File: config.mk
export PLATFORM = sky130hd
export DESIGN_NAME = bfaq_ctrl
export DESIGN_NICKNAME = d
export VERILOG_FILES = /design/src/rtl/bfaq_pkg.sv /design/src/rtl/bfaq_ctrl.sv
export SDC_FILE = /design/constraint.sdc
export NUM_CORES = 1
export LEC_CHECK = 0
export BUFFER_PORTS_ARGS = -buffer_cell sky130_fd_sc_hd__buf_2
export CORE_UTILIZATION = 30
export DETAILED_ROUTE_END_ITERATION = 10
export MAX_ROUTING_LAYER = met4
export SLEW_MARGIN = 0
export SYNTH_ARGS = -nofsm -noshare
export SYNTH_HDL_FRONTEND = slang
export SYNTH_SLANG_ARGS = --single-unit
File: constraint.sdc
create_clock -name clk -period 5.3 [get_ports clk]
set_input_delay 1.06 -clock clk [delete_from_list [all_inputs] [get_ports clk]]
set_output_delay 1.06 -clock clk [all_outputs]
set_load 0.01 [all_outputs]
File: src/rtl/bfaq_pkg.sv
// bfaq_pkg: constants, types and helper functions of the bloom filter
// used by bfaq_ctrl, bfaq_dpath and bloom_filter_add_query
`default_nettype none
package bfaq_pkg;

    localparam int MAX_FILTER_BITS = 65536;
    localparam int MAX_PROBES      = 16;
    localparam int POS_W           = $clog2(MAX_FILTER_BITS);
    localparam int BC_W            = POS_W + 1;
    localparam int PC_W            = $clog2(MAX_PROBES) + 1;
    localparam int ROW_W           = 32;
    localparam int BIT_W           = $clog2(ROW_W);
    localparam int ROWS            = MAX_FILTER_BITS / ROW_W;
    localparam int ROW_AW          = $clog2(ROWS);
    localparam int CFG_IDX_W       = 1;
    localparam int CFG_DATA_W      = BC_W;

    localparam logic [CFG_IDX_W-1:0] REG_BIT_COUNT   = 1'd0;
    localparam logic [CFG_IDX_W-1:0] REG_PROBE_COUNT = 1'd1;

    localparam logic [BC_W-1:0] BIT_COUNT_RESET   = BC_W'(MAX_FILTER_BITS);
    localparam logic [PC_W-1:0] PROBE_COUNT_RESET = PC_W'(7);

    localparam logic FUNC_ADD   = 1'b0;
    localparam logic FUNC_QUERY = 1'b1;

    localparam logic [31:0] MM_C1     = 32'hcc9e2d51;
    localparam logic [31:0] MM_C2     = 32'h1b873593;
    localparam logic [31:0] MM_E      = 32'he6546b64;
    localparam logic [31:0] MM_F1     = 32'h85ebca6b;
    localparam logic [31:0] MM_F2     = 32'hc2b2ae35;
    localparam logic [31:0] FNV_BASIS = 32'h811c9dc5;
    localparam logic [31:0] FNV_PRIME = 32'h01000193;

    typedef enum logic [4:0] {
        OP_NONE,
        OP_TAKE,
        OP_CLR_ROW,
        OP_BLK_K1,
        OP_BLK_K2,
        OP_BLK_MIX,
        OP_FIN_A,
        OP_FIN_B,
        OP_FIN_C,
        OP_DIV_H1,
        OP_DIV_H2,
        OP_DIV_STEP,
        OP_SAVE_P,
        OP_SAVE_D,
        OP_PRB_RD,
        OP_PRB_CHK,
        OP_DONE
    } dp_op_t;

    typedef struct packed {
        dp_op_t op;
    } dp_cmd_t;

    typedef struct packed {
        logic blk_full;
        logic last_in;
        logic last_reg;
        logic clr_last;
        logic div_last;
        logic prb_done;
        logic out_full;
    } dp_stat_t;

    function automatic logic [31:0] rotl32(input logic [31:0] x, input int r);
        return (x << r) | (x >> (32 - r));
    endfunction

    function automatic logic [31:0] xsh(input logic [31:0] x, input int r);
        return x ^ (x >> r);
    endfunction

endpackage
`default_nettype wire

File: src/rtl/bfaq_ctrl.sv
// bfaq_ctrl: sequencer of the bloom filter, issues one datapath command per cycle
// depends on bfaq_pkg
`default_nettype none
module bfaq_ctrl
    import bfaq_pkg::*;
(
    input  wire logic     clk,
    input  wire logic     rst_n,
    input  wire logic     req_valid,
    output logic          req_ready,
    input  wire dp_stat_t stat,
    output dp_cmd_t       cmd
);

    typedef enum logic [18:0] {
        ST_IDLE = 19'd1,
        ST_CLR  = 19'd2,
        ST_K1   = 19'd4,
        ST_K2   = 19'd8,
        ST_KMIX = 19'd16,
        ST_FK1  = 19'd32,
        ST_FK2  = 19'd64,
        ST_FA   = 19'd128,
        ST_FB   = 19'd256,
        ST_FC   = 19'd512,
        ST_DV1  = 19'd1024,
        ST_DS1  = 19'd2048,
        ST_SV1  = 19'd4096,
        ST_DV2  = 19'd8192,
        ST_DS2  = 19'd16384,
        ST_SV2  = 19'd32768,
        ST_PRD  = 19'd65536,
        ST_PCHK = 19'd131072,
        ST_DONE = 19'd262144
    } state_t;

    state_t state_reg, state_next;

    always_ff @(posedge clk or negedge rst_n)
    begin
        if (!rst_n)
        begin
            state_reg <= ST_CLR;
        end
        else
        begin
            state_reg <= state_next;
        end
    end

    always_comb
    begin
        state_next = state_reg;
        cmd.op     = OP_NONE;
        req_ready  = 1'b0;
        case (state_reg)
            ST_CLR:
            begin
                cmd.op = OP_CLR_ROW;
                if (stat.clr_last)
                begin
                    state_next = ST_IDLE;
                end
            end
            ST_IDLE:
            begin
                req_ready = 1'b1;
                if (req_valid)
                begin
                    cmd.op = OP_TAKE;
                    if (stat.blk_full)
                    begin
                        state_next = ST_K1;
                    end
                    else if (stat.last_in)
                    begin
                        state_next = ST_FK1;
                    end
                end
            end
            ST_K1:
            begin
                cmd.op     = OP_BLK_K1;
                state_next = ST_K2;
            end
            ST_K2:
            begin
                cmd.op     = OP_BLK_K2;
                state_next = ST_KMIX;
            end
            ST_KMIX:
            begin
                cmd.op     = OP_BLK_MIX;
                state_next = stat.last_reg ? ST_FK1 : ST_IDLE;
            end
            ST_FK1:
            begin
                cmd.op     = OP_BLK_K1;
                state_next = ST_FK2;
            end
            ST_FK2:
            begin
                cmd.op     = OP_BLK_K2;
                state_next = ST_FA;
            end
            ST_FA:
            begin
                cmd.op     = OP_FIN_A;
                state_next = ST_FB;
            end
            ST_FB:
            begin
                cmd.op     = OP_FIN_B;
                state_next = ST_FC;
            end
            ST_FC:
            begin
                cmd.op     = OP_FIN_C;
                state_next = ST_DV1;
            end
            ST_DV1:
            begin
                cmd.op     = OP_DIV_H1;
                state_next = ST_DS1;
            end
            ST_DS1:
            begin
                cmd.op = OP_DIV_STEP;
                if (stat.div_last)
                begin
                    state_next = ST_SV1;
                end
            end
            ST_SV1:
            begin
                cmd.op     = OP_SAVE_P;
                state_next = ST_DV2;
            end
            ST_DV2:
            begin
                cmd.op     = OP_DIV_H2;
                state_next = ST_DS2;
            end
            ST_DS2:
            begin
                cmd.op = OP_DIV_STEP;
                if (stat.div_last)
                begin
                    state_next = ST_SV2;
                end
            end
            ST_SV2:
            begin
                cmd.op     = OP_SAVE_D;
                state_next = ST_PRD;
            end
            ST_PRD:
            begin
                if (stat.prb_done)
                begin
                    state_next = ST_DONE;
                end
                else
                begin
                    cmd.op     = OP_PRB_RD;
                    state_next = ST_PCHK;
                end
            end
            ST_PCHK:
            begin
                cmd.op     = OP_PRB_CHK;
                state_next = ST_PRD;
            end
            ST_DONE:
            begin
                if (!stat.out_full)
                begin
                    cmd.op     = OP_DONE;
                    state_next = ST_IDLE;
                end
            end
            default:
            begin
                state_next = ST_IDLE;
            end
        endcase
    end

endmodule
`default_nettype wire

==> results of run 1 <==
==> Yosys cell counts (2+ instances only) <==
| library cell | instances | area [um2] |
|---|---|---|
| nor4_1 | 5 | 31.3 |
| xor2_1 | 3 | 26.3 |
| nor4b_1 | 4 | 35.0 |
| inv_1 | 2 | 7.51 |
| nor2b_1 | 2 | 12.5 |
| nand4_1 | 5 | 31.3 |
| a21oi_2 | 2 | 17.5 |
| nand2b_1 | 5 | 31.3 |
| and3_1 | 3 | 18.8 |
| nor3_1 | 8 | 40.0 |
| dfrtp_1 | 18 | 450 |
| or2_2 | 4 | 25.0 |
| xnor2_1 | 2 | 17.5 |
| buf_2 | 2 | 10.0 |
| a21oi_1 | 4 | 20.0 |
| nand2_1 | 11 | 41.3 |
| nor2_1 | 13 | 48.8 |
| nor4_4 | 3 | 63.8 |
| nand3b_1 | 3 | 22.5 |
| o21ai_0 | 6 | 30.0 |
| nor3b_1 | 2 | 15.0 |
==> cell type report <==
class / instances / area share, %
clock buffers: 3 / 2.93
clock inverters: 1 / 0.356
inverters: 3 / 0.800
multi-input cells: 105 / 52.3
flip-flops and latches: 19 / 33.9
well taps: 50 / 4.44
repair buffers: 15 / 5.33
==> critical path, stage by stage (launching register included) <==
cell	delay, ns
dfrtp_1	0.46
nor4_2	0.51
nand4_1	0.37
nor3_1	0.43
a211oi_1	0.13
or4b_2	0.22
buf_2	0.12
==> layer usage <==
layer  wire length [um]  part of all wire, %  vias up
met5                  0                    0        -
met4                 48                  1.7        0
met3                123                  4.4        4
met2               1270                   46       29
met1               1330                   48      512
li1                   -                    -      513
==> power groups by stage <==
| stage | logic (mW) | registers (mW) | clock network (mW) |
|---|---|---|---|
| 2_1_floorplan | 0.199 | 0.182 | 0 |
| 3_3_place_gp | 0.259 | 0.187 | 0 |
| 3_5_place_dp | 0.262 | 0.188 | 0 |
| 4_1_cts | 0.263 | 0.185 | 0.104 |
| 5_1_grt | 0.288 | 0.189 | 0.107 |
| 6_report | 0.261 | 0.186 | 0.100 |
==> worst min-delay path by stage <==
stage	startpoint	to	slack, ns	depth (start not counted)
floorplan	state_reg[8]	state_reg[10]	0.53	2
global route	state_reg[7]	state_reg[7]	0.64	1
global placement	state_reg[7]	state_reg[7]	0.55	1
finish	state_reg[7]	state_reg[7]	0.59	1
CTS	state_reg[7]	state_reg[7]	0.60	1
detailed placement	state_reg[7]	state_reg[7]	0.58	1
==> through the flow <==
| stage | setup WS (ns) | instance area, um2 | instances | power (mW) |
|---|---|---|---|---|
| floorplan | 2.19 | 1240 | 130 | 0.382 |
| global placement | 1.98 | 1360 | 192 | 0.445 |
| detailed placement | 1.96 | 1360 | 192 | 0.450 |
| CTS | 1.71 | 1410 | 196 | 0.553 |
| global route | 1.51 | 1410 | 196 | 0.584 |
| finish | 1.75 | 1410 | 196 | 0.547 |
==> cell families after synthesis <==
group	count (synthesis)
and+or+nand+nor	80
xor gates and xnor gates	5
DFF	19
buffers and inverters	6
AOI/OAI and AO/OA	20
==> results.yml, run 1 <==
logic_synthesis:
  syn_area_um2: 1240
  synth_xor_area_share_pct: 3.52
  synth_cells: 130
  synth_cell_type_count: 44
  synth.yosys.warnings: 0
  postSynthNetCount: 140
  synth_async_sr_flop_share_pct: 100
  synth.ff_latch_count: 19
  syn-mean-instance-area_um2: 9.58
  seq_area_frac_synth_pct: 38.3
  synth_fa_ha_area_share_pct: 0
  synth_edf_count: 0
  post_synth_simple_gate_area_pct: 43.4
  muxShareOfSynthArea_pct: 0
  synth-compound-area-share_pct: 12.2
  yosys_most_used_dff: "dfrtp_1"
  synth_top_family_by_area: "simple AND/OR/NAND/NOR gates"
global_route:
  grt_pass1_wl_mm: 4.71
  met2_global_route_usage_pct: 22.7
  use_met1_pct: 19.6
  grt_use_met3_pct: 1.03
  grt_remaining_overflow: 0
  grt.busiest_layer: "met2"
  antenna_found_initial: 0
  grt_pass1_vias: 1022
  grt_max_degree: 20
  grtUsageTotal_pct: 14.7
cts:
  cts.reportedPaths.clkPinSlew_ns: 0.07
  postCtsSetupRepairBufs: 0
  numCtsBuffers: 3
  post_cts_resized: 0
  insertion_delay_ns: 0.26
  clk_path_buf_depth: 2
  cts_htree_levels: 1
  cts-root-buf: "clkbuf_8"
  clkSinkCount: 19
  cts_tree: "built"
  postCtsHoldBufs: 0
finish:
  multi_input_area_um2: 736
  post_route_cells_drive_above_1_share_pct: 26.7
  n_antenna_cell: 0
  register_area_um2: 477
  area.growth.synth_to_final_pct: 13.1
  layout_common_cells: "dfrtp_1, buf_2, nor2_1"
  largest_reg_flops: 19
  mostFrequentLayoutCell: "dfrtp_1"
  final_nets: 157
  layout.filler_cells: 399
  final_core_utilization_pct: 35.2
critical_path:
  setup.worst_path.start_class: "register"
  worstPathArrival_ns: 2.49
  regToRegSetupSlack_ns: 2.94
  worstSetupPathType: "reg2out"
  critical_path.endpoint_type: "output pin"
  timing.critical_path.to: "cmd[2]"
  path_max_fanout: 8
  reg2reg_to: "state_reg[0]"
  worst-r2r-cell-count: 6
  required_time_at_the_endpoint_of_the_critical_path_ns: 4.24
  crit-reg2reg-launch: "state_reg[8]"
  critical_path_launch_point: "state_reg[0]"
timing:
  finalWorstPathRequiredPeriod_ns: 3.55
  whs_ns: 0.592
  slew_viol_final: 0
  setup_skew_after_layout_ns: 0.00401
  setup_tns_ns: 0
  rsz0062_at_grt: "no"
  tightestPinTransition_ns: 0.521
  max-slew-margin-rel_pct: 64.9
  clock.fmax_mhz: 281
  post-route-period-util_pct: 67.0
  finalHoldViolations: 0
  setup_violations: 0
floorplanning:
  floorplan.initialDensity_pct: 31.1
  die_height_um: 66.4
  core.rowCount: 23
  chipWidth_um: 66.4
  ios: 16
  core-area_um2: 4000
  floorplan.die_area_um2: 4410
pwr:
  pwr-share-clk_pct: 18.3
  worst_ir_drop_vdd_v: 0.000228
  switchingPower_uw: 225
  power_switching_share_pct: 41.1
  p_int_uw: 322
  power.leakage_nw: 0.620
  power_density_nw_per_um2: 389
  power_frac_seq_pct: 34.0
  share_comb_of_total_power_pct: 47.7
route:
  drc: 0
  dr_total_vias: 1058
  wire_per_inst_um: 14.1
  drt_pre_antenna_iters: 4
  detailedRoute.firstIterationViolations: 24
  detail_route.vias_per_cell: 5.40
  routed_wirelength_mm: 2.77
  final_antenna_net_count: 0
outcome:
  outcome: "finished, final reports clean"
place:
  port-buffer-count: 15
  dpl.hpwl_mm: 2.21
  globalplace.congestion: 0.912
flow_run:
  cap_violations: 0
min_path:
  holdCritPathClass: "reg2reg"
No activity file was read; power rests on OpenSTA's default activity.
==> run 2: changes to the inputs <==
==> constraint.sdc (replaced) <==
create_clock -name clk -period 3.6 [get_ports clk]
set_input_delay 0.72 -clock clk [delete_from_list [all_inputs] [get_ports clk]]
set_output_delay 0.72 -clock clk [all_outputs]
set_load 0.01 [all_outputs]
==> results.yml, run 2 (synthesis results as in run 1) <==
cts:
  clk_path_buf_depth: 2
  numCtsBuffers: 3
  cts_tree: "built"
  clkSinkCount: 19
  postCtsSetupRepairBufs: 0
  insertion_delay_ns: 0.26
  postCtsHoldBufs: 0
  cts_htree_levels: 1
  cts-root-buf: "clkbuf_8"
  post_cts_resized: 0
  cts.reportedPaths.clkPinSlew_ns: 0.07
timing:
  setup_skew_after_layout_ns: 0.00154
  finalWorstPathRequiredPeriod_ns: 3.27
  max-slew-margin-rel_pct: 59.8
  whs_ns: 0.390
  post-route-period-util_pct: 90.8
  tightestPinTransition_ns: 0.595
  slew_viol_final: 0
  setup_tns_ns: 0
  clock.fmax_mhz: 306
  finalHoldViolations: 0
  rsz0062_at_grt: "no"
  setup_violations: 0
route:
  final_antenna_net_count: 0
  detail_route.vias_per_cell: 5.48
  dr_total_vias: 1080
  drc: 0
  detailedRoute.firstIterationViolations: 52
  wire_per_inst_um: 14.6
  drt_pre_antenna_iters: 4
  routed_wirelength_mm: 2.88
critical_path:
  required_time_at_the_endpoint_of_the_critical_path_ns: 2.88
  reg2reg_to: "state_reg[0]"
  critical_path.most_common_cell: "or2_2"
  critical_path.endpoint_type: "output pin"
  crit-reg2reg-launch: "state_reg[5]"
  setup.worst_path.start_class: "register"
  critical_path_launch_point: "state_reg[0]"
  worst_path_max_delay_cell: "nor4_2"
  critical_path.cell_chain: "nor4_2, nand4_1, or2_2, nor3b_2, or2_2, or4b_2, buf_2"
  timing.critical_path.to: "cmd[2]"
  regToRegSetupSlack_ns: 1.24
  number_of_cells_on_the_critical_path: 7
  worst-r2r-cell-count: 6
  timing.critical_path.max_delay_family: "simple AND/OR/NAND/NOR gates"
  path_max_fanout: 8
  worstPathArrival_ns: 2.55
  cpPeakStageDelay_ns: 0.51
  worstSetupPathType: "reg2out"
  critical_path.n_buffers_inverters: 1
place:
  dpl.hpwl_mm: 2.25
  port-buffer-count: 15
  dpl-instance-area_um2: 1370
  globalplace.congestion: 0.936
pwr:
  power_density_nw_per_um2: 581
  worst_ir_drop_vdd_v: 0.000331
  power.leakage_nw: 0.621
  total_power_uw: 822
finish:
  n_antenna_cell: 0
  mostFrequentLayoutCell: "dfrtp_1"
  layout_common_cells: "dfrtp_1, buf_2, nor2_1"
  post_route_cells_drive_above_1_share_pct: 26.5
  largest_reg_flops: 19
  multi_input_area_um2: 736
  final_nets: 158
  register_area_um2: 477
  layout.filler_cells: 401
  post-route-cell-area_um2: 1410
  area.growth.synth_to_final_pct: 13.6
floorplanning:
  core-area_um2: 4000
  die_height_um: 66.4
  floorplan.initialDensity_pct: 31.1
  core.rowCount: 23
  chipWidth_um: 66.4
  floorplan.die_area_um2: 4410
  ios: 16
global_route:
  grt.busiest_layer: "met2"
  grt_pass1_vias: 1082
  antenna_found_initial: 0
  grt_pass1_wl_mm: 4.95
  grt_use_met3_pct: 2.93
  grtUsageTotal_pct: 15.6
  grt_remaining_overflow: 0
  met2_global_route_usage_pct: 23.1
  use_met1_pct: 20.4
  grt_max_degree: 20
flow_run:
  cap_violations: 0
outcome:
  outcome: "finished, final reports clean"
min_path:
  holdCritPathClass: "in2async"
-- run 2: changes by cell type in the layout (fill, tap and decap cells not counted) --
cell	previous run	this run
buf_4	0	1
clkbuf_1	0	1
clkinv_2	1	0
-- run 2: through the flow --
| step | setup slack, ns | instances | util, % |
|---|---|---|---|
| finish | 0.331 | 197 | 35.3 |
| detailed placement | 0.644 | 193 | 34.2 |
| floorplan | 0.984 | 130 | - |
| global route | 0.166 | 197 | 35.3 |
| CTS | 0.340 | 197 | 35.3 |
| global placement | 0.659 | 193 | 34.2 |
-- run 2: area by class of cell --
class / count / area share [%]
multi-input combinational: 105 / 52.0
sequential: 19 / 33.7
timing repair buffer: 16 / 5.84
tap: 50 / 4.42
clock buffer: 4 / 3.19
inverter: 3 / 0.796
-- run 2: how the worst min path moves through the flow --
| stage | startpoint | to | slack, ns | depth (start not counted) |
|---|---|---|---|---|
| finish | rst_n | state_reg[10] | 0.39 | 1 |
| global route | rst_n | state_reg[11] | 0.43 | 1 |
| CTS | rst_n | state_reg[11] | 0.41 | 1 |
| detailed placement | state_reg[7] | state_reg[7] | 0.56 | 1 |
| global placement | state_reg[7] | state_reg[7] | 0.57 | 1 |
| floorplan | rst_n | state_reg[0] | 0.42 | 0 |
-- run 2: power by group --
part	internal (mW)	switching [mW]	leakage, nW
clock	0.0788	0.0721	0.0228
sequential	0.235	0.0383	0.257
combinational	0.172	0.226	0.341
total	0.486	0.336	0.621
-- run 2: worst register-to-register path: stages (launching register included) --
cell and delay, ns:
dfrtp_1 0.47, nor4_4 0.45, nand4_2 0.23, or4_4 0.57, o221ai_4 0.30, and2b_1 0.19, a21oi_2 0.03
-- run 2: routing by layer --
layer / share of wire, % / up-vias
met1: 48 / 522
met3: 4.5 / 7
met5: 0 / -
met4: 2.2 / 0
met2: 45 / 31
li1: - / 520
==> run 3: changes to the inputs <==
--- a/config.mk
+++ b/config.mk
@@ -5,6 +5,7 @@
 export SDC_FILE = /design/constraint.sdc
 export NUM_CORES = 1
 export LEC_CHECK = 0
+export ABC_AREA = 1
 export BUFFER_PORTS_ARGS = -buffer_cell sky130_fd_sc_hd__buf_2
 export CORE_UTILIZATION = 30
 export DETAILED_ROUTE_END_ITERATION = 10
==> results.yml, run 3 <==
outcome:
  outcome: "finished, final reports clean"
timing:
  setup_tns_ns: 0
  setup_skew_after_layout_ns: 0.00315
  finalWorstPathRequiredPeriod_ns: 2.61
  post-route-period-util_pct: 72.6
  rsz0062_at_grt: "no"
  clock.fmax_mhz: 383
  setup_violations: 0
  max-slew-margin-rel_pct: 60.1
  tightestPinTransition_ns: 0.593
  postLayoutSetupSlackWorst_ns: 0.987
  slew_viol_final: 0
  finalHoldViolations: 0
place:
  post-place-ws_ns: 1.28
  dpl-instance-area_um2: 1500
  placedCellCount: 235
  port-buffer-count: 15
  dpl.hpwl_mm: 2.44
  globalplace.congestion: 0.818
critical_path:
  setup.worst_path.start_class: "register"
  path_max_fanout: 5
  regToRegSetupSlack_ns: 1.93
  worst_path_max_delay_cell: "dfrtp_1"
  worstPathArrival_ns: 1.89
  worst-r2r-cell-count: 10
  reg2reg_to: "state_reg[0]"
  critical_path.cell_chain: "nor2_2, nand2_2, nor2_4, and2_1, nand3_2, nor2_2, nor3b_1, nand3b_1, buf_2"
  worstSetupPathType: "reg2out"
  required_time_at_the_endpoint_of_the_critical_path_ns: 2.88
  cpPeakStageDelay_ns: 0.41
  critical_path.most_common_cell: "nor2_2"
  critical_path.endpoint_type: "output pin"
  crit-reg2reg-launch: "state_reg[5]"
pwr:
  share_comb_of_total_power_pct: 54.2
  p_int_uw: 474
  power_density_nw_per_um2: 574
  worst_ir_drop_vdd_v: 0.000399
  power_frac_seq_pct: 28.9
  power_switching_share_pct: 46.4
  switchingPower_uw: 411
  pwr-share-clk_pct: 16.9
  power.leakage_nw: 0.850
logic_synthesis:
  synth.yosys.warnings: 0
  synth.ff_latch_count: 19
  synth_edf_count: 0
  seq_area_frac_synth_pct: 35.1
  postSynthNetCount: 178
  yosysMostFrequentCell: "nand2_1"
  synth_top_cells_by_count: "nand2_1, inv_1, nor2_1"
  post-synth-top-area-fraction_pct: 33.2
  yosys_most_used_dff: "dfrtp_1"
  syn-mean-instance-area_um2: 8.07
  synth_async_sr_flop_share_pct: 100
  yosysTopAreaCell: "dfrtp_1"
  synth_cell_type_count: 28
  syn_area_um2: 1360
  ys_top_cells_by_area: "dfrtp_1, nand2_1, inv_1, nand3_1, nor2_1"
  synth_cells: 168
floorplanning:
  floorplan.initialDensity_pct: 31.1
  die_height_um: 69.2
  core.rowCount: 24
  floorplan.die_area_um2: 4790
  ios: 16
  chipWidth_um: 69.2
  core-area_um2: 4350
finish:
  post-route-cell-area_um2: 1540
  post_route_cells_drive_above_1_share_pct: 33.2
  n_antenna_cell: 0
  post_layout_cell_count: 239
  final_nets: 198
  largest_reg_flops: 19
  layout_common_cells: "nand2_1, inv_1, nor2_1"
  area.growth.synth_to_final_pct: 13.7
  mostFrequentLayoutCell: "nand2_1"
global_route:
  grt_remaining_overflow: 0
  antenna_found_initial: 0
  grt_max_degree: 20
  grt_pass1_vias: 1148
  grtUsageTotal_pct: 14.0
  grt_pass1_wl_mm: 5.21
route:
  detail_route.vias_per_cell: 4.69
  detailedRoute.firstIterationViolations: 26
  dr_total_vias: 1122
  routed_wirelength_mm: 2.95
  final_antenna_net_count: 0
  drc: 0
  drt_pre_antenna_iters: 4
  wire_per_inst_um: 12.4
cts:
  clk_path_buf_depth: 2
  postCtsHoldBufs: 0
  cts_htree_levels: 1
  insertion_delay_ns: 0.25
  cts.reportedPaths.clkPinSlew_ns: 0.07
  postCtsSetupRepairBufs: 0
  clkSinkCount: 19
  cts-root-buf: "clkbuf_8"
  post_cts_resized: 0
  cts_tree: "built"
  numCtsBuffers: 3
flow_run:
  cap_violations: 0
min_path:
  holdCritPathClass: "in2async"
run 3: cell count changes in the layout (fill, tap and decap cells not counted), sizes merged, moves of 4 or more:
cell / previous run / this run
nor4: 9 / 1
inv: 3 / 27
nor2: 13 / 39
nand3: 1 / 23
nor4b: 5 / 0
nand2b: 5 / 0
nand2: 11 / 35
a21oi: 6 / 1
or2: 4 / 0
run 3: how the worst max path moves through the flow:
stage                       from  endpoint  slack [ns]  cells after the start
floorplan           state_reg[5]    cmd[1]        1.56                      8
global placement    state_reg[5]    cmd[1]        1.31                      9
global route        state_reg[5]    cmd[1]        0.84                      9
detailed placement  state_reg[5]    cmd[1]        1.28                      9
finish              state_reg[5]    cmd[1]        0.99                      9
CTS                 state_reg[5]    cmd[1]        0.99                      9
run 3: power groups by stage:
stage | clock (mW) | combinational (mW) | sequential [mW]
after floorplan | 0 | 0.375 | 0.256
after global routing | 0.165 | 0.533 | 0.260
final | 0.150 | 0.479 | 0.256
after CTS | 0.156 | 0.484 | 0.255
after detailed placement | 0 | 0.482 | 0.260
after global placement | 0 | 0.478 | 0.258
run 3: routing by layer:
layer  up-vias  GRT usage, %  share of wire (%)
li1        574             -                  -
met1       524          18.0                 47
met2        22          23.1                 49
met3         2          3.63                3.5
met4         0          1.36               0.58
met5         -             -                  0
run 3: logic make-up after synthesis:
logic type | count (synthesis) | synth area share [%]
buffers and inverters | 29 | 8.12
AO/OA/AOI/OAI | 5 | 2.40
flip-flops | 19 | 35.1
AND/OR/NAND/NOR | 115 | 54.3
run 3: per-stage QoR:
step | util (%) | total power, mW | hold slack, ns
CTS | 35.4 | 0.896 | 0.423
global route | 35.4 | 0.958 | 0.430
global placement | 34.4 | 0.737 | 0.556
finish | 35.4 | 0.885 | 0.403
floorplan | - | 0.631 | 0.424
detailed placement | 34.4 | 0.742 | 0.562
run 3: final cells by class:
cell class                 count  area, um2
sequential                    19        477
fill                         449       2810
timing repair buffer          15       75.1
multi-input combinational    120        769
tap                           52       65.1
clock buffer                   4       45.0
inverter                      29        110
run 3: worst max-delay path: cells and delay by family, from the launching register on:
family / cells / cell delay (ns)
buffers and inverters: 1 / 0.14
DFF: 1 / 0.41
and+or+nand+nor: 8 / 1.09
